$ cat src/fine_grained_thread_scheduler_assert.svh
// Assertion macros for the fine-grained thread scheduler.
`ifndef FINE_GRAINED_THREAD_SCHEDULER_ASSERT_SVH
`define FINE_GRAINED_THREAD_SCHEDULER_ASSERT_SVH

// Same-cycle implication under synchronous reset.
`define FGTS_ASSERT_IMPLY(label, clk, rst, ante, cons, msg) \
   label: assert property (@(posedge clk) disable iff (rst) (ante) |-> (cons)) \
      else $error(msg);

// Next-cycle implication under synchronous reset.
`define FGTS_ASSERT_NEXT(label, clk, rst, ante, cons, msg) \
   label: assert property (@(posedge clk) disable iff (rst) (ante) |=> (cons)) \
      else $error(msg);

`endif

$ cat src/fgts_pkg.sv
// Shared types and constants for the fine-grained thread scheduler.
`timescale 1ns / 1ps

package fgts_pkg;

   localparam int MAX_THREADS_DEF = 8;
   localparam int MAX_ITEMS_DEF   = 65536;
   localparam int TIME_W          = 48;
   localparam int ITEM_W          = 16;
   localparam int END_W           = 17;
   localparam int TID_W           = 3;
   localparam int CSR_DATA_W      = 16;

   // Command codes carried by a request beat.
   localparam logic CMD_START  = 1'b0;
   localparam logic CMD_FINISH = 1'b1;

   // Configuration register indexes.
   typedef enum logic [1:0] {
      CSR_THREAD_COUNT = 2'd0,
      CSR_QUANTUM      = 2'd1,
      CSR_SWITCH_COST  = 2'd2,
      CSR_CYCLE_MODEL  = 2'd3
   } csr_index_type;

   // Register reset values.
   localparam logic [3:0]  THREAD_COUNT_RST = 4'd4;
   localparam logic [15:0] QUANTUM_RST      = 16'd16;
   localparam logic [15:0] SWITCH_COST_RST  = 16'd2;
   localparam logic        CYCLE_MODEL_RST  = 1'b1;

   // Commands from the controller to the datapath.
   typedef struct packed {
      logic accept;
      logic clamp;
      logic div_step;
      logic fill_step;
      logic upd1;
      logic upd2;
      logic prep;
      logic scan_step;
      logic jump;
      logic respond;
   } ctl_cmd_type;

   // Status from the datapath to the controller.
   typedef struct packed {
      logic is_finish;
      logic active_has_work;
      logic div_last;
      logic fill_last;
      logic scan_hit;
      logic scan_last;
      logic jump_ok;
   } dp_status_type;

endpackage

$ cat src/fgts_datapath.sv
// Datapath of the scheduler: context tables, time, divider, scan and result registers.
`timescale 1ns / 1ps

module fgts_datapath #(
   parameter int MAX_THREADS = fgts_pkg::MAX_THREADS_DEF,
   parameter int MAX_ITEMS   = fgts_pkg::MAX_ITEMS_DEF
) (
   input  logic                            clock,
   input  logic                            reset,
   input  fgts_pkg::ctl_cmd_type           cmd,
   output fgts_pkg::dp_status_type         status,
   input  logic                            req_command,
   input  logic [15:0]                     req_item_count,
   input  logic [fgts_pkg::TIME_W-1:0]     req_start_time,
   input  logic [15:0]                     req_compute_cycles,
   input  logic [15:0]                     req_stall_cycles,
   input  logic                            csr_write,
   input  logic [1:0]                      csr_index,
   input  logic [fgts_pkg::CSR_DATA_W-1:0] csr_data,
   output logic                            rsp_valid,
   output logic                            rsp_done_res,
   output logic [fgts_pkg::TID_W-1:0]      rsp_thread_id,
   output logic [fgts_pkg::ITEM_W-1:0]     rsp_item_index,
   output logic [fgts_pkg::TIME_W-1:0]     rsp_current_time,
   output logic [fgts_pkg::TIME_W-1:0]     rsp_idle_cycles,
   output logic                            rsp_switched
);

   localparam int IDXW = (MAX_THREADS > 1) ? $clog2(MAX_THREADS) : 1;
   localparam int UW   = $clog2(MAX_THREADS + 1);
   localparam int DW   = fgts_pkg::END_W;
   localparam int RW   = UW + 1;
   localparam int DCW  = $clog2(DW);
   localparam int ACW  = fgts_pkg::END_W + UW;
   localparam int TW   = fgts_pkg::TIME_W;
   localparam int IW   = fgts_pkg::ITEM_W;
   localparam int EW   = fgts_pkg::END_W;

   // Configuration registers.
   logic [3:0]  tc_ff, tc_in;
   logic [15:0] qc_ff, qc_in;
   logic [15:0] sc_ff, sc_in;
   logic        cme_ff, cme_in;

   // Captured request beat.
   logic          cmd_ff, cmd_in;
   logic [15:0]   cnt_ff, cnt_in;
   logic [TW-1:0] st_ff, st_in;
   logic [15:0]   comp_ff, comp_in;
   logic [15:0]   lat_ff, lat_in;

   // Stage setup: clamped counts, divider and chunk fill.
   logic [15:0]     n_ff, n_in;
   logic [UW-1:0]   use_ff, use_in;
   logic [DW-1:0]   quo_ff, quo_in;
   logic [RW-1:0]   rem_ff, rem_in;
   logic [DCW-1:0]  dcnt_ff, dcnt_in;
   logic [IDXW-1:0] fidx_ff, fidx_in;
   logic [ACW-1:0]  acc_ff, acc_in;

   // Context tables.
   logic [IW-1:0] nxt_ff [MAX_THREADS];
   logic [IW-1:0] nxt_in [MAX_THREADS];
   logic [EW-1:0] end_ff [MAX_THREADS];
   logic [EW-1:0] end_in [MAX_THREADS];
   logic [TW-1:0] bu_ff  [MAX_THREADS];
   logic [TW-1:0] bu_in  [MAX_THREADS];
   logic [15:0]   ql_ff  [MAX_THREADS];
   logic [15:0]   ql_in  [MAX_THREADS];

   // Scheduler state.
   logic [TW-1:0]   now_ff, now_in;
   logic [IDXW-1:0] rot_ff, rot_in;
   logic [IDXW-1:0] act_ff, act_in;
   logic            sw_ff, sw_in;
   logic [15:0]     qtmp_ff, qtmp_in;

   // Scan state.
   logic [IDXW-1:0] sidx_ff, sidx_in;
   logic [IDXW-1:0] scnt_ff, scnt_in;
   logic            found_ff, found_in;
   logic [IDXW-1:0] pick_ff, pick_in;
   logic [IW-1:0]   pitem_ff, pitem_in;
   logic            any_ff, any_in;
   logic [TW-1:0]   wake_ff, wake_in;
   logic [TW-1:0]   idle_ff, idle_in;

   // Result registers.
   logic                       rv_ff, rv_in;
   logic                       rdone_ff, rdone_in;
   logic [fgts_pkg::TID_W-1:0] rtid_ff, rtid_in;
   logic [IW-1:0]              ritem_ff, ritem_in;
   logic [TW-1:0]              rtime_ff, rtime_in;
   logic [TW-1:0]              ridle_ff, ridle_in;
   logic                       rsw_ff, rsw_in;

   // Shared table read port and derived values.
   logic [IDXW-1:0] rd_idx;
   logic [IW-1:0]   rd_nxt;
   logic [EW-1:0]   rd_end;
   logic [TW-1:0]   rd_bu;
   logic [15:0]     rd_ql;
   logic            rd_hw;
   logic            hit;
   logic            jump_ok;
   logic [15:0]     n_c;
   logic [UW-1:0]   use_c;
   logic [RW-1:0]   rem_sh;
   logic [ACW-1:0]  sum_c;
   logic [ACW-1:0]  e_c;
   logic [ACW-1:0]  s_c;
   logic [UW-1:0]   act_p1;
   logic [UW-1:0]   sidx_p1;

   assign rd_idx  = (cmd.upd1 || cmd.upd2) ? act_ff : sidx_ff;
   assign rd_nxt  = nxt_ff[rd_idx];
   assign rd_end  = end_ff[rd_idx];
   assign rd_bu   = bu_ff[rd_idx];
   assign rd_ql   = ql_ff[rd_idx];
   assign rd_hw   = EW'(rd_nxt) < rd_end;
   assign hit     = rd_hw && (now_ff >= rd_bu);
   assign jump_ok = any_ff && (wake_ff > now_ff);
   assign act_p1  = UW'(act_ff) + UW'(1);
   assign sidx_p1 = UW'(sidx_ff) + UW'(1);
   assign rem_sh  = {rem_ff[RW-2:0], quo_ff[DW-1]};
   assign sum_c   = acc_ff + ACW'(quo_ff);
   assign e_c     = (sum_c > ACW'(n_ff)) ? ACW'(n_ff) : sum_c;
   assign s_c     = (acc_ff > e_c) ? e_c : acc_ff;

   // Clamp the item count and the context count for a new stage.
   always_comb begin
      n_c = cnt_ff;
      if (32'(cnt_ff) > 32'(MAX_ITEMS)) begin
         n_c = 16'(MAX_ITEMS);
      end
      use_c = UW'(tc_ff);
      if (32'(tc_ff) > 32'(MAX_THREADS)) begin
         use_c = UW'(MAX_THREADS);
      end
      if (32'(use_c) > 32'(n_c)) begin
         use_c = UW'(n_c);
      end
      if (use_c == '0) begin
         use_c = UW'(1);
      end
   end

   assign status.is_finish       = (cmd_ff == fgts_pkg::CMD_FINISH);
   assign status.active_has_work = rd_hw;
   assign status.div_last        = (dcnt_ff == DCW'(DW - 1));
   assign status.fill_last       = (fidx_ff == IDXW'(MAX_THREADS - 1));
   assign status.scan_hit        = hit;
   assign status.scan_last       = ((UW'(scnt_ff) + UW'(1)) == use_ff);
   assign status.jump_ok         = jump_ok;

   // Next-state logic of the whole datapath.
   always_comb begin
      tc_in = tc_ff;  qc_in = qc_ff;  sc_in = sc_ff;  cme_in = cme_ff;
      cmd_in = cmd_ff;  cnt_in = cnt_ff;  st_in = st_ff;
      comp_in = comp_ff;  lat_in = lat_ff;
      n_in = n_ff;  use_in = use_ff;  quo_in = quo_ff;  rem_in = rem_ff;
      dcnt_in = dcnt_ff;  fidx_in = fidx_ff;  acc_in = acc_ff;
      nxt_in = nxt_ff;  end_in = end_ff;  bu_in = bu_ff;  ql_in = ql_ff;
      now_in = now_ff;  rot_in = rot_ff;  act_in = act_ff;
      sw_in = sw_ff;  qtmp_in = qtmp_ff;
      sidx_in = sidx_ff;  scnt_in = scnt_ff;  found_in = found_ff;
      pick_in = pick_ff;  pitem_in = pitem_ff;  any_in = any_ff;
      wake_in = wake_ff;  idle_in = idle_ff;
      rv_in = 1'b0;  rdone_in = rdone_ff;  rtid_in = rtid_ff;
      ritem_in = ritem_ff;  rtime_in = rtime_ff;  ridle_in = ridle_ff;
      rsw_in = rsw_ff;

      // Configuration writes.
      if (csr_write) begin
         case (fgts_pkg::csr_index_type'(csr_index))
            fgts_pkg::CSR_THREAD_COUNT: tc_in  = csr_data[3:0];
            fgts_pkg::CSR_QUANTUM:      qc_in  = csr_data;
            fgts_pkg::CSR_SWITCH_COST:  sc_in  = csr_data;
            fgts_pkg::CSR_CYCLE_MODEL:  cme_in = csr_data[0];
            default:                    tc_in  = tc_ff;
         endcase
      end

      // Capture the request beat.
      if (cmd.accept) begin
         cmd_in  = req_command;
         cnt_in  = req_item_count;
         st_in   = req_start_time;
         comp_in = req_compute_cycles;
         lat_in  = req_stall_cycles;
         sw_in   = 1'b0;
      end

      // Stage start: clamp, load the divider, reset the scheduler state.
      if (cmd.clamp) begin
         n_in    = n_c;
         use_in  = use_c;
         quo_in  = DW'(n_c) + DW'(use_c) - DW'(1);
         rem_in  = '0;
         dcnt_in = '0;
         fidx_in = '0;
         acc_in  = '0;
         now_in  = st_ff;
         rot_in  = '0;
         act_in  = '0;
      end

      // One restoring division step per cycle: chunk = ceil(n / use).
      if (cmd.div_step) begin
         if (rem_sh >= RW'(use_ff)) begin
            rem_in = rem_sh - RW'(use_ff);
            quo_in = {quo_ff[DW-2:0], 1'b1};
         end else begin
            rem_in = rem_sh;
            quo_in = {quo_ff[DW-2:0], 1'b0};
         end
         dcnt_in = dcnt_ff + DCW'(1);
      end

      // Lay out one context's chunk per cycle.
      if (cmd.fill_step) begin
         if (32'(fidx_ff) < 32'(use_ff)) begin
            nxt_in[fidx_ff] = IW'(s_c);
            end_in[fidx_ff] = EW'(e_c);
         end else begin
            nxt_in[fidx_ff] = '0;
            end_in[fidx_ff] = '0;
         end
         bu_in[fidx_ff] = '0;
         ql_in[fidx_ff] = qc_ff;
         acc_in  = sum_c;
         fidx_in = fidx_ff + IDXW'(1);
      end

      // Finish, first half: charge compute time and draw down the quantum.
      if (cmd.upd1 && rd_hw && cme_ff) begin
         now_in  = now_ff + TW'(comp_ff);
         qtmp_in = (comp_ff >= rd_ql) ? 16'd0 : (rd_ql - comp_ff);
      end

      // Finish, second half: stall, forced switch and rotation.
      if (cmd.upd2) begin
         if (cme_ff) begin
            if (lat_ff != 16'd0) begin
               bu_in[act_ff] = now_ff + TW'(lat_ff);
            end
            if (qtmp_ff == 16'd0) begin
               now_in        = now_ff + TW'(sc_ff);
               ql_in[act_ff] = qc_ff;
               rot_in        = (act_p1 == use_ff) ? '0 : IDXW'(act_p1);
               sw_in         = 1'b1;
            end else begin
               ql_in[act_ff] = qtmp_ff;
               rot_in        = act_ff;
            end
         end else begin
            rot_in = (act_p1 == use_ff) ? '0 : IDXW'(act_p1);
         end
         nxt_in[act_ff] = rd_nxt + IW'(1);
      end

      // Open a selection pass.
      if (cmd.prep) begin
         sidx_in  = rot_ff;
         scnt_in  = '0;
         found_in = 1'b0;
         any_in   = 1'b0;
         wake_in  = '0;
         idle_in  = '0;
      end

      // Visit one context in round-robin order per cycle.
      if (cmd.scan_step) begin
         if (hit) begin
            found_in = 1'b1;
            pick_in  = sidx_ff;
            pitem_in = rd_nxt;
         end
         if (rd_hw && (!any_ff || (rd_bu < wake_ff))) begin
            wake_in = rd_bu;
            any_in  = 1'b1;
         end
         sidx_in = (sidx_p1 == use_ff) ? '0 : IDXW'(sidx_p1);
         scnt_in = scnt_ff + IDXW'(1);
      end

      // Every context with work is blocked: skip ahead to the earliest wake.
      if (cmd.jump && jump_ok) begin
         idle_in  = wake_ff - now_ff;
         now_in   = wake_ff;
         sidx_in  = rot_ff;
         scnt_in  = '0;
         found_in = 1'b0;
         any_in   = 1'b0;
      end

      // Load the result beat.
      if (cmd.respond) begin
         rv_in    = 1'b1;
         rdone_in = !found_ff;
         rtid_in  = found_ff ? fgts_pkg::TID_W'(pick_ff) : '0;
         ritem_in = found_ff ? pitem_ff : '0;
         rtime_in = now_ff;
         ridle_in = found_ff ? idle_ff : '0;
         rsw_in   = sw_ff;
         if (found_ff) begin
            act_in = pick_ff;
         end
      end
   end

   // Registers.
   always_ff @(posedge clock) begin
      if (reset) begin
         tc_ff    <= fgts_pkg::THREAD_COUNT_RST;
         qc_ff    <= fgts_pkg::QUANTUM_RST;
         sc_ff    <= fgts_pkg::SWITCH_COST_RST;
         cme_ff   <= fgts_pkg::CYCLE_MODEL_RST;
         use_ff   <= UW'(1);
         now_ff   <= '0;
         rot_ff   <= '0;
         act_ff   <= '0;
         sw_ff    <= 1'b0;
         found_ff <= 1'b0;
         rv_ff    <= 1'b0;
         for (int t = 0; t < MAX_THREADS; t++) begin
            nxt_ff[t] <= '0;
            end_ff[t] <= '0;
            bu_ff[t]  <= '0;
            ql_ff[t]  <= '0;
         end
      end else begin
         tc_ff    <= tc_in;
         qc_ff    <= qc_in;
         sc_ff    <= sc_in;
         cme_ff   <= cme_in;
         use_ff   <= use_in;
         now_ff   <= now_in;
         rot_ff   <= rot_in;
         act_ff   <= act_in;
         sw_ff    <= sw_in;
         found_ff <= found_in;
         rv_ff    <= rv_in;
         nxt_ff   <= nxt_in;
         end_ff   <= end_in;
         bu_ff    <= bu_in;
         ql_ff    <= ql_in;
      end
      cmd_ff   <= cmd_in;
      cnt_ff   <= cnt_in;
      st_ff    <= st_in;
      comp_ff  <= comp_in;
      lat_ff   <= lat_in;
      n_ff     <= n_in;
      quo_ff   <= quo_in;
      rem_ff   <= rem_in;
      dcnt_ff  <= dcnt_in;
      fidx_ff  <= fidx_in;
      acc_ff   <= acc_in;
      qtmp_ff  <= qtmp_in;
      sidx_ff  <= sidx_in;
      scnt_ff  <= scnt_in;
      pick_ff  <= pick_in;
      pitem_ff <= pitem_in;
      any_ff   <= any_in;
      wake_ff  <= wake_in;
      idle_ff  <= idle_in;
      rdone_ff <= rdone_in;
      rtid_ff  <= rtid_in;
      ritem_ff <= ritem_in;
      rtime_ff <= rtime_in;
      ridle_ff <= ridle_in;
      rsw_ff   <= rsw_in;
   end

   assign rsp_valid        = rv_ff;
   assign rsp_done_res     = rdone_ff;
   assign rsp_thread_id    = rtid_ff;
   assign rsp_item_index   = ritem_ff;
   assign rsp_current_time = rtime_ff;
   assign rsp_idle_cycles  = ridle_ff;
   assign rsp_switched     = rsw_ff;

endmodule

$ cat src/fgts_ctrl.sv
// Control state machine that sequences the scheduler datapath.
`timescale 1ns / 1ps

module fgts_ctrl (
   input  logic                    clock,
   input  logic                    reset,
   input  logic                    start,
   output logic                    busy,
   input  fgts_pkg::dp_status_type status,
   output fgts_pkg::ctl_cmd_type   cmd
);

   typedef enum logic [9:0] {
      ST_IDLE  = 10'b00_0000_0001,
      ST_CLAMP = 10'b00_0000_0010,
      ST_DIV   = 10'b00_0000_0100,
      ST_FILL  = 10'b00_0000_1000,
      ST_UPD1  = 10'b00_0001_0000,
      ST_UPD2  = 10'b00_0010_0000,
      ST_PREP  = 10'b00_0100_0000,
      ST_SCAN  = 10'b00_1000_0000,
      ST_JUMP  = 10'b01_0000_0000,
      ST_RESP  = 10'b10_0000_0000
   } state_type;

   state_type state_ff, state_in;

   assign busy = (state_ff != ST_IDLE);

   // Command decode and next state.
   always_comb begin
      cmd      = '0;
      state_in = state_ff;
      case (state_ff)
         ST_IDLE: begin
            if (start) begin
               cmd.accept = 1'b1;
               state_in   = ST_CLAMP;
            end
         end
         ST_CLAMP: begin
            if (status.is_finish) begin
               state_in = ST_UPD1;
            end else begin
               cmd.clamp = 1'b1;
               state_in  = ST_DIV;
            end
         end
         ST_DIV: begin
            cmd.div_step = 1'b1;
            if (status.div_last) begin
               state_in = ST_FILL;
            end
         end
         ST_FILL: begin
            cmd.fill_step = 1'b1;
            if (status.fill_last) begin
               state_in = ST_PREP;
            end
         end
         ST_UPD1: begin
            cmd.upd1 = 1'b1;
            state_in = status.active_has_work ? ST_UPD2 : ST_PREP;
         end
         ST_UPD2: begin
            cmd.upd2 = 1'b1;
            state_in = ST_PREP;
         end
         ST_PREP: begin
            cmd.prep = 1'b1;
            state_in = ST_SCAN;
         end
         ST_SCAN: begin
            cmd.scan_step = 1'b1;
            if (status.scan_hit) begin
               state_in = ST_RESP;
            end else if (status.scan_last) begin
               state_in = ST_JUMP;
            end
         end
         ST_JUMP: begin
            cmd.jump = 1'b1;
            state_in = status.jump_ok ? ST_SCAN : ST_RESP;
         end
         ST_RESP: begin
            cmd.respond = 1'b1;
            state_in    = ST_IDLE;
         end
         default: begin
            state_in = ST_IDLE;
         end
      endcase
   end

   always_ff @(posedge clock) begin
      if (reset) begin
         state_ff <= ST_IDLE;
      end else begin
         state_ff <= state_in;
      end
   end

endmodule

$ cat src/fine_grained_thread_scheduler.sv
// Top level of the fine-grained round-robin thread scheduler.
//
//   channel  ports                          handshake
//   request  start, busy, req_*             taken when start is high and busy is low
//   result   rsp_valid, rsp_*               one beat per request, one cycle, no stall
//   config   csr_valid, csr_ready, csr_*    written when csr_valid and csr_ready are high
//
// A start beat runs setup (decode, one divider bit per cycle, one context laid out
// per cycle); a finish beat runs decode and updates. Selection then visits one
// context per cycle, with a jump between passes while all contexts with work are
// blocked, and the result beat is shown in the first cycle with busy low.
// Reset clears the tables and time and sets the configuration registers to their defaults.
// The result side cannot stall, so no beat is ever held back.
`timescale 1ns / 1ps

module fine_grained_thread_scheduler #(
   parameter int MAX_THREADS = fgts_pkg::MAX_THREADS_DEF,
   parameter int MAX_ITEMS   = fgts_pkg::MAX_ITEMS_DEF
) (
   input  logic                            clock,
   input  logic                            reset,
   input  logic                            start,
   output logic                            busy,
   input  logic                            req_command,
   input  logic [15:0]                     req_item_count,
   input  logic [fgts_pkg::TIME_W-1:0]     req_start_time,
   input  logic [15:0]                     req_compute_cycles,
   input  logic [15:0]                     req_stall_cycles,
   output logic                            rsp_valid,
   output logic                            rsp_done_res,
   output logic [fgts_pkg::TID_W-1:0]      rsp_thread_id,
   output logic [fgts_pkg::ITEM_W-1:0]     rsp_item_index,
   output logic [fgts_pkg::TIME_W-1:0]     rsp_current_time,
   output logic [fgts_pkg::TIME_W-1:0]     rsp_idle_cycles,
   output logic                            rsp_switched,
   input  logic                            csr_valid,
   output logic                            csr_ready,
   input  logic [1:0]                      csr_index,
   input  logic [fgts_pkg::CSR_DATA_W-1:0] csr_data
);

`include "fine_grained_thread_scheduler_assert.svh"

   fgts_pkg::ctl_cmd_type   cmd;
   fgts_pkg::dp_status_type status;

   // Registers are always writable.
   assign csr_ready = 1'b1;

   fgts_ctrl u_ctrl (
      .clock  (clock),
      .reset  (reset),
      .start  (start),
      .busy   (busy),
      .status (status),
      .cmd    (cmd)
   );

   fgts_datapath #(
      .MAX_THREADS (MAX_THREADS),
      .MAX_ITEMS   (MAX_ITEMS)
   ) u_datapath (
      .clock              (clock),
      .reset              (reset),
      .cmd                (cmd),
      .status             (status),
      .req_command        (req_command),
      .req_item_count     (req_item_count),
      .req_start_time     (req_start_time),
      .req_compute_cycles (req_compute_cycles),
      .req_stall_cycles   (req_stall_cycles),
      .csr_write          (csr_valid && csr_ready),
      .csr_index          (csr_index),
      .csr_data           (csr_data),
      .rsp_valid          (rsp_valid),
      .rsp_done_res       (rsp_done_res),
      .rsp_thread_id      (rsp_thread_id),
      .rsp_item_index     (rsp_item_index),
      .rsp_current_time   (rsp_current_time),
      .rsp_idle_cycles    (rsp_idle_cycles),
      .rsp_switched       (rsp_switched)
   );

   // A taken request keeps the block busy until its result is loaded.
   `FGTS_ASSERT_NEXT(a_accept_busy, clock, reset, start && !busy, busy, "accept without busy")
   // A result beat is shown only once the work has ended.
   `FGTS_ASSERT_IMPLY(a_rsp_idle, clock, reset, rsp_valid, !busy, "result while busy")
   // A done result names no context, item or idle time.
   `FGTS_ASSERT_IMPLY(a_done_clear, clock, reset, rsp_valid && rsp_done_res,
      rsp_thread_id == '0 && rsp_item_index == '0 && rsp_idle_cycles == '0,
      "done result carries a choice")

endmodule
$ cat config.mk
export PLATFORM = sky130hd
export DESIGN_NAME = fine_grained_thread_scheduler
export DESIGN_NICKNAME = d
export VERILOG_FILES = /design/src/fgts_pkg.sv /design/src/fgts_datapath.sv /design/src/fgts_ctrl.sv /design/src/fine_grained_thread_scheduler.sv
export VERILOG_INCLUDE_DIRS = /design/src /design/src/src
export SDC_FILE = /design/constraint.sdc
export NUM_CORES = 2
export LEC_CHECK = 0
export ABC_AREA = 0
export BUFFER_PORTS_ARGS = -buffer_cell sky130_fd_sc_hd__buf_2
export CAP_MARGIN = 25
export CORE_MARGIN = 2
export CORE_UTILIZATION = 30
export CTS_BUF_LIST = sky130_fd_sc_hd__clkbuf_16
export DETAILED_ROUTE_END_ITERATION = 7
export GPL_ROUTABILITY_DRIVEN = 1
export HOLD_SLACK_MARGIN = 0.03
export PLACE_DENSITY = 0.43
export SYNTH_ARGS = -nofsm -noshare
export SYNTH_HDL_FRONTEND = slang
export SYNTH_SLANG_ARGS = --single-unit
$ cat constraint.sdc
create_clock -name clock -period 16.7 [get_ports clock]
set_input_delay 3.34 -clock clock [delete_from_list [all_inputs] [get_ports clock]]
set_output_delay 3.34 -clock clock [all_outputs]
set_load 0.005 [all_outputs]
== After elaboration in Yosys (flattened, before gate mapping) ==
Cells that the tools add are included.

* Input bits: 119
* Logic and storage cells: 276
* Bits in registers: 1,302
* Output and inout bits: 120

* Bitwise logic cells: 9
* Equality and inequality tests: 23
* Magnitude comparators: 16
* Multiplexer cells: 114
* Add/sub/neg operators: 16
* Reductions and logical operators: 29

{| class="wikitable"
|+ Operators with widths
! operator !! count
|-
| $mux 384 || 4
|-
| $mux 128 || 7
|-
| $mux 48 || 15
|-
| $bwmux 128 || 5
|-
| $and 384x384->384 || 1
|-
| $bwmux 384 || 1
|-
| $not 384->384 || 1
|-
| $demux 48 s3 || 2
|-
| $add 48x16->48 || 3
|-
| $bmux 48 s3 || 1
|-
| $and 136x136->136 || 1
|-
| $bwmux 136 || 1
|-
| $mux 136 || 1
|-
| $not 136->136 || 1
|-
| $and 128x128->128 || 1
|-
| $not 128->128 || 1
|-
| $mux 16 || 7
|-
| $bmux 16 s3 || 2
|-
| $demux 16 s3 || 2
|-
| $pmux 10 s9 || 1
|-
| $mux 17 || 5
|-
| $mux 21 || 3
|-
| $mux 10 || 6
|-
| $bmux 17 s3 || 1
|-
| 60 further kinds || 134
|}

== Longest topological paths before layout ==
* Depth after elaboration: 16
* Depth in mapped cells: 35

== Cells and area by module ==
From an unflattened synthesis, not the netlist that was laid out.

* Cells, all modules: 7,360
* Area total of the unflattened synthesis: 67,951.4 um^2

{| class="wikitable"
|+ Modules (own cells, without submodules)
! module !! times used !! sequential area each (um^2) !! area each (um^2) !! cells an instance
|-
| fgts_datapath || 1 || 29,528.3 || 67,195.7 || 7,268
|-
| fgts_ctrl || 1 || 200.2 || 744.5 || 90
|-
| fine_grained_thread_scheduler || 1 || 0.0 || 11.3 || 2
|}

== Least setup slack after synthesis ==
Ideal clock, no wire load.

* Path kind: flip-flop to flip-flop
* Start point: reg u_ctrl.state_ff[4]
* End point: reg u_datapath.act_ff[0]
* Clock period less this slack: 10.955 ns
* Slack: 5.745 ns
* Data required time: 16.568 ns
* Cell stages (with the launch flop): 10
* Arrival: 10.823 ns
* Path through: dfxtp_1 > buf_2 > nor2_1 > nand2_1 > nor3_1 > nand2_1 > nor3b_1 > nand2_1 > nand3_1 > a21oi_1

{| class="wikitable"
|+ RTL lines
! item !! RTL line !! RTL
|-
| from (decl) || fgts_ctrl.sv:26 || <nowiki>state_type state_ff, state_in;</nowiki>
|-
| from (signal assigned) || fgts_ctrl.sv:99 || <nowiki>state_ff <= state_in;</nowiki>
|-
| to (signal assigned) || fgts_datapath.sv:340 || <nowiki>act_ff <= act_in;</nowiki>
|-
| to (decl) || fgts_datapath.sv:74 || <nowiki>logic [IDXW-1:0] act_ff, act_in;</nowiki>
|}

== Final worst setup path ==
* Start point: reg u_datapath.acc_ff[0]
* End point: reg u_datapath.nxt_ff[101] in the netlist's numbering

* Word-level cells in the longest chain between the ends: 10

{| class="wikitable"
|+ RTL lines
! item !! RTL line !! RTL
|-
| from (decl) || fgts_datapath.sv:59 || <nowiki>logic [ACW-1:0] acc_ff, acc_in;</nowiki>
|-
| from (signal assigned) || fgts_datapath.sv:359 || <nowiki>acc_ff <= acc_in;</nowiki>
|-
| $add 21x17->21 * || fgts_datapath.sv:126 || <nowiki>assign sum_c = acc_ff + ACW'(quo_ff);</nowiki>
|-
| via u_datapath.sum_c[14] || fgts_datapath.sv:109 || <nowiki>logic [ACW-1:0] sum_c;</nowiki>
|-
| $gt 21x16->1 || fgts_datapath.sv:127 || <nowiki>assign e_c = (sum_c > ACW'(n_ff)) ? ACW'(n_ff) : sum_c;</nowiki>
|-
| $mux 21 * || fgts_datapath.sv:127 ||
|-
| $gt 21x21->1 || fgts_datapath.sv:128 || <nowiki>assign s_c = (acc_ff > e_c) ? e_c : acc_ff;</nowiki>
|-
| $mux 16 * || fgts_datapath.sv:128 ||
|-
| $bwmux 128 * || fgts_datapath.sv:223 || <nowiki>nxt_in[fidx_ff] = IW'(s_c);</nowiki>
|-
| $mux 128 * || fgts_datapath.sv:222 || <nowiki>if (32'(fidx_ff) < 32'(use_ff)) begin</nowiki>
|-
| $mux 128 * || fgts_datapath.sv:221 || <nowiki>if (cmd.fill_step) begin</nowiki>
|-
| $bwmux 128 || fgts_datapath.sv:259 || <nowiki>nxt_in[act_ff] = rd_nxt + IW'(1);</nowiki>
|-
| $mux 128 * || fgts_datapath.sv:242 || <nowiki>if (cmd.upd2) begin</nowiki>
|-
| to (signal assigned) || fgts_datapath.sv:344 || <nowiki>nxt_ff <= nxt_in;</nowiki>
|-
| to (decl) || fgts_datapath.sv:62 || <nowiki>logic [IW-1:0] nxt_ff [MAX_THREADS];</nowiki>
|}

The timed path passes the listed nets; every way through them passes the cells marked *.
A chain may end at the register's enable or synchronous reset.

==> impl_metrics.py <==
metrics = {
    "outcome": {
        "outcome": "complete, no violations",
    },
    "timing": {
        "fin_setup_tns_ns": 0,
        "worstMarginPinSlew_ns": 1.11,
        "max_freq_ghz": 0.112,
        "hold_viol": 0,
        "relSlewSlack_pct": 25.7,
        "skew_ns": 0.0454,
        "setup_viol": 0,
        "report.final.slew_viol_count": 0,
        "finalCriticalPeriod_ns": 8.89,
        "rsz0062_at_grt": "no",
        "finalCritPeriodShare_pct": 53.3,
    },
    "drt": {
        "antenna_left": 0,
        "drcViolationCount": 0,
        "routedWlPerCell_um": 26.1,
        "dr.first_iter.drc_count": 5196,
        "first_pass_iters": 6,
        "routed_wl_mm": 271,
        "via_count": 56700,
        "drt-vias-per-instance": 5.46,
    },
    "synth": {
        "async_reset_ff_share_pct": 0,
        "synth_cell_type_count": 103,
        "syn_area_um2": 67200,
        "synth-seq-cells": 1302,
        "ys_seq_area_share_pct": 44.2,
        "synthFlopType": "dfxtp_1",
        "synth_edf_count": 366,
        "syn_avg_cell_area_um2": 9.31,
        "yosysWarnings": 0,
        "synth_cells": 7219,
    },
    "floorplan": {
        "ios": 239,
        "fp.dieW_um": 477,
        "die_height_um": 477,
        "die-area_um2": 228000,
        "num_rows": 173,
        "fp.coreArea_um2": 223000,
        "start_util_pct": 30.2,
    },
    "global_routing": {
        "grt_use_total_pct": 23.0,
        "antenna_found_initial": 6,
        "grt_first_pass_wirelength_mm": 391,
        "grt_max_degree": 93,
        "grt_overflow_total": 0,
        "grt_pass1_vias": 55000,
    },
    "clock_network": {
        "clk_latency_ns": 0.82,
        "post_cts_resized": 0,
        "htree_levels": 4,
        "clockBufferDepth": 3,
        "ctsHoldBuffers": 0,
        "cts_tree": "built",
        "root_buffer": "clkbuf_16",
        "cts-buffers-inserted": 161,
        "post_cts_buffers": 0,
        "cts.sinks": 1302,
        "clkSlewWorstSetupHoldPaths_ns": 0.06,
    },
    "worst_setup_path": {
        "path_class": "register to register",
        "cp_max_fo": 20,
        "critPathLaunchType": "register",
        "slowest_delay_ns": 0.78,
        "crit_required_ns": 17.44,
        "worstPathArrival_ns": 9.63,
        "endpoint_kind": "register",
        "slowest_stage": "mux2i_1",
        "timing.critical_path.mode_cell": "a21oi_1",
    },
    "min_path": {
        "hp-class": "register to register",
    },
    "final_layout": {
        "final_util_pct": 34.5,
        "fillerInstances": 22800,
        "area_growth_pct": 14.3,
        "drive_gt1_share_pct": 12.9,
        "fin_nets": 7732,
    },
    "pwr": {
        "p_per_area_nw_per_um2": 94.1,
        "switching_power_uw": 1800,
        "p_int_uw": 5420,
        "irDropWorstVdd_v": 0.0000952,
        "seqPwrFrac_pct": 46.0,
        "p_sw_share_pct": 25.0,
        "p_leak_uw": 0.0281,
        "pwr-share-clk_pct": 48.0,
        "pwr-share-comb_pct": 6.0,
    },
    "placed_design": {
        "gp_congestion": 0.904,
        "dp_hpwl_mm": 181,
        "io_buffer_count": 237,
    },
    "flow_run": {
        "cap_violations": 0,
    },
}
[critical path, delay by kind of cell (launching register included)]
kind	cells	cell delay (ns)
xor+xnor	1	0.20
compound gates	18	4.09
simple gates	7	1.72
flops	1	0.41
mux	1	0.78
fa+ha+maj	4	1.14
buf+inv	2	0.45
[cells in the final DEF (no fill, tap or decap), drive strengths merged, types with 127 or more instances in the layout]
cell type / n
edfxtp: 366
a21oi: 421
o21ai: 444
a311oi: 127
nand2: 989
mux2i: 147
ha: 318
a22oi: 170
xnor2: 163
clkbuf: 165
buf: 382
mux4: 190
inv: 319
nor2: 878
dfxtp: 936
[registers in the layout, summed over array words and instances (netlist names), 5 cells and up]
signal	cells
u_datapath.sc_ff	16
u_datapath.rsp_idle_cycles	48
u_datapath.lat_ff	16
u_datapath.acc_ff	21
u_datapath.rsp_item_index	16
u_datapath.quo_ff	17
u_datapath.ql_ff	128
u_datapath.qtmp_ff	16
u_datapath.now_ff	48
u_datapath.pitem_ff	16
u_datapath.rsp_current_time	48
u_datapath.idle_ff	48
u_ctrl.state_ff	10
u_datapath.n_ff	16
u_datapath.qc_ff	16
u_datapath.cnt_ff	16
u_datapath.wake_ff	48
u_datapath.end_ff	136
u_datapath.nxt_ff	128
u_datapath.comp_ff	16
u_datapath.dcnt_ff	5
u_datapath.bu_ff	384
u_datapath.st_ff	48
[power by group through the flow]
stage	logic [µW]	clock network, µW	registers [µW]
after floorplan	282	0	3360
final	431	3470	3330
after detailed placement	429	0	3390
after global placement	428	0	3400
after CTS	431	3560	3330
after global routing	470	3670	3330
[final timing paths]
| check | start | end | slack (ns) | cells past startpoint |
|---|---|---|---|---|
| setup / recovery | u_datapath.acc_ff[0]$_SDFFCE_PN0P_ | u_datapath.nxt_ff[101]$_SDFF_PP0_ | 7.81 | 33 |
| hold / removal | u_datapath.bu_ff[128]$_SDFF_PP0_ | u_datapath.bu_ff[128]$_SDFF_PP0_ | 0.44 | 2 |
| setup reg to reg | u_datapath.acc_ff[0]$_SDFFCE_PN0P_ | u_datapath.nxt_ff[101]$_SDFF_PP0_ | 7.81 | 33 |
| hold reg to reg | u_datapath.bu_ff[128]$_SDFF_PP0_ | u_datapath.bu_ff[128]$_SDFF_PP0_ | 0.44 | 2 |
[cell type report]
class                           instances  area, µm²  share of cell area, %
Clock inverter                        120        990                   1.29
Clock buffer                          165       4130                   5.38
Sequential cell                      1302      29700                   38.7
Multi-Input combinational cell       5155      34800                   45.4
Inverter                              285       1080                   1.40
Antenna cell                            1       2.50                0.00326
Timing Repair Buffer                  382       2310                   3.00
Tap cell                             2975       3720                   4.85
[metrics by stage]
stage	setup slack [ns]	power (µW)	area (µm²)	hold slack [ns]	instances
floorplan	5.74	3640	67200	0.409	7223
global placement	7.85	3820	71600	0.429	10100
detailed placement	7.81	3820	71700	0.437	10100
CTS	7.77	7320	76800	0.450	10400
global route	6.94	7470	76800	0.469	10400
finish	7.81	7230	76800	0.444	10400
[metal layers]
layer / GRT usage (%) / up-vias / routed length (µm)
met5: 0 / - / 0
met3: 3.01 / 503 / 14800
met2: 37.8 / 1973 / 126000
li1: - / 26200 / -
met1: 30.2 / 28000 / 117000
met4: 10.1 / 0 / 12800
[cell usage after synthesis (50+ instances only)]
cell	count	area [µm²]
nand2_1	987	3700
dfxtp_1	936	18700
nor2_1	874	3280
o21ai_0	434	2170
a21oi_1	418	2090
clkbuf_1	383	1440
edfxtp_1	366	11000
ha_1	318	3980
inv_1	281	1050
mux4_2	190	4280
a22oi_1	170	1280
xnor2_1	157	1380
mux2i_1	145	1450
a311oi_1	127	1110
a21o_1	117	878
nand3_1	113	566
and2_1	105	657
nor3_1	105	526
a211oi_1	102	766
nand4_1	62	388
nand2b_1	56	350
o211ai_1	55	413
xor2_1	50	438
[kinds of logic (layout without fill, tap and decap cells)]
group	after synthesis	in the layout	synth area share, %
adder cells (fa/ha/maj)	326	326	6.16
other	1	6	0.00558
flip-flops	1302	1302	44.2
AO/OA/AOI/OAI	1772	1772	17.4
AND/OR/NAND/NOR	2493	2493	16.1
multiplexers	345	345	8.70
XOR/XNOR	214	214	2.88
buffers and inverters	766	952	4.48
No activity file was read; power rests on OpenSTA's default activity.
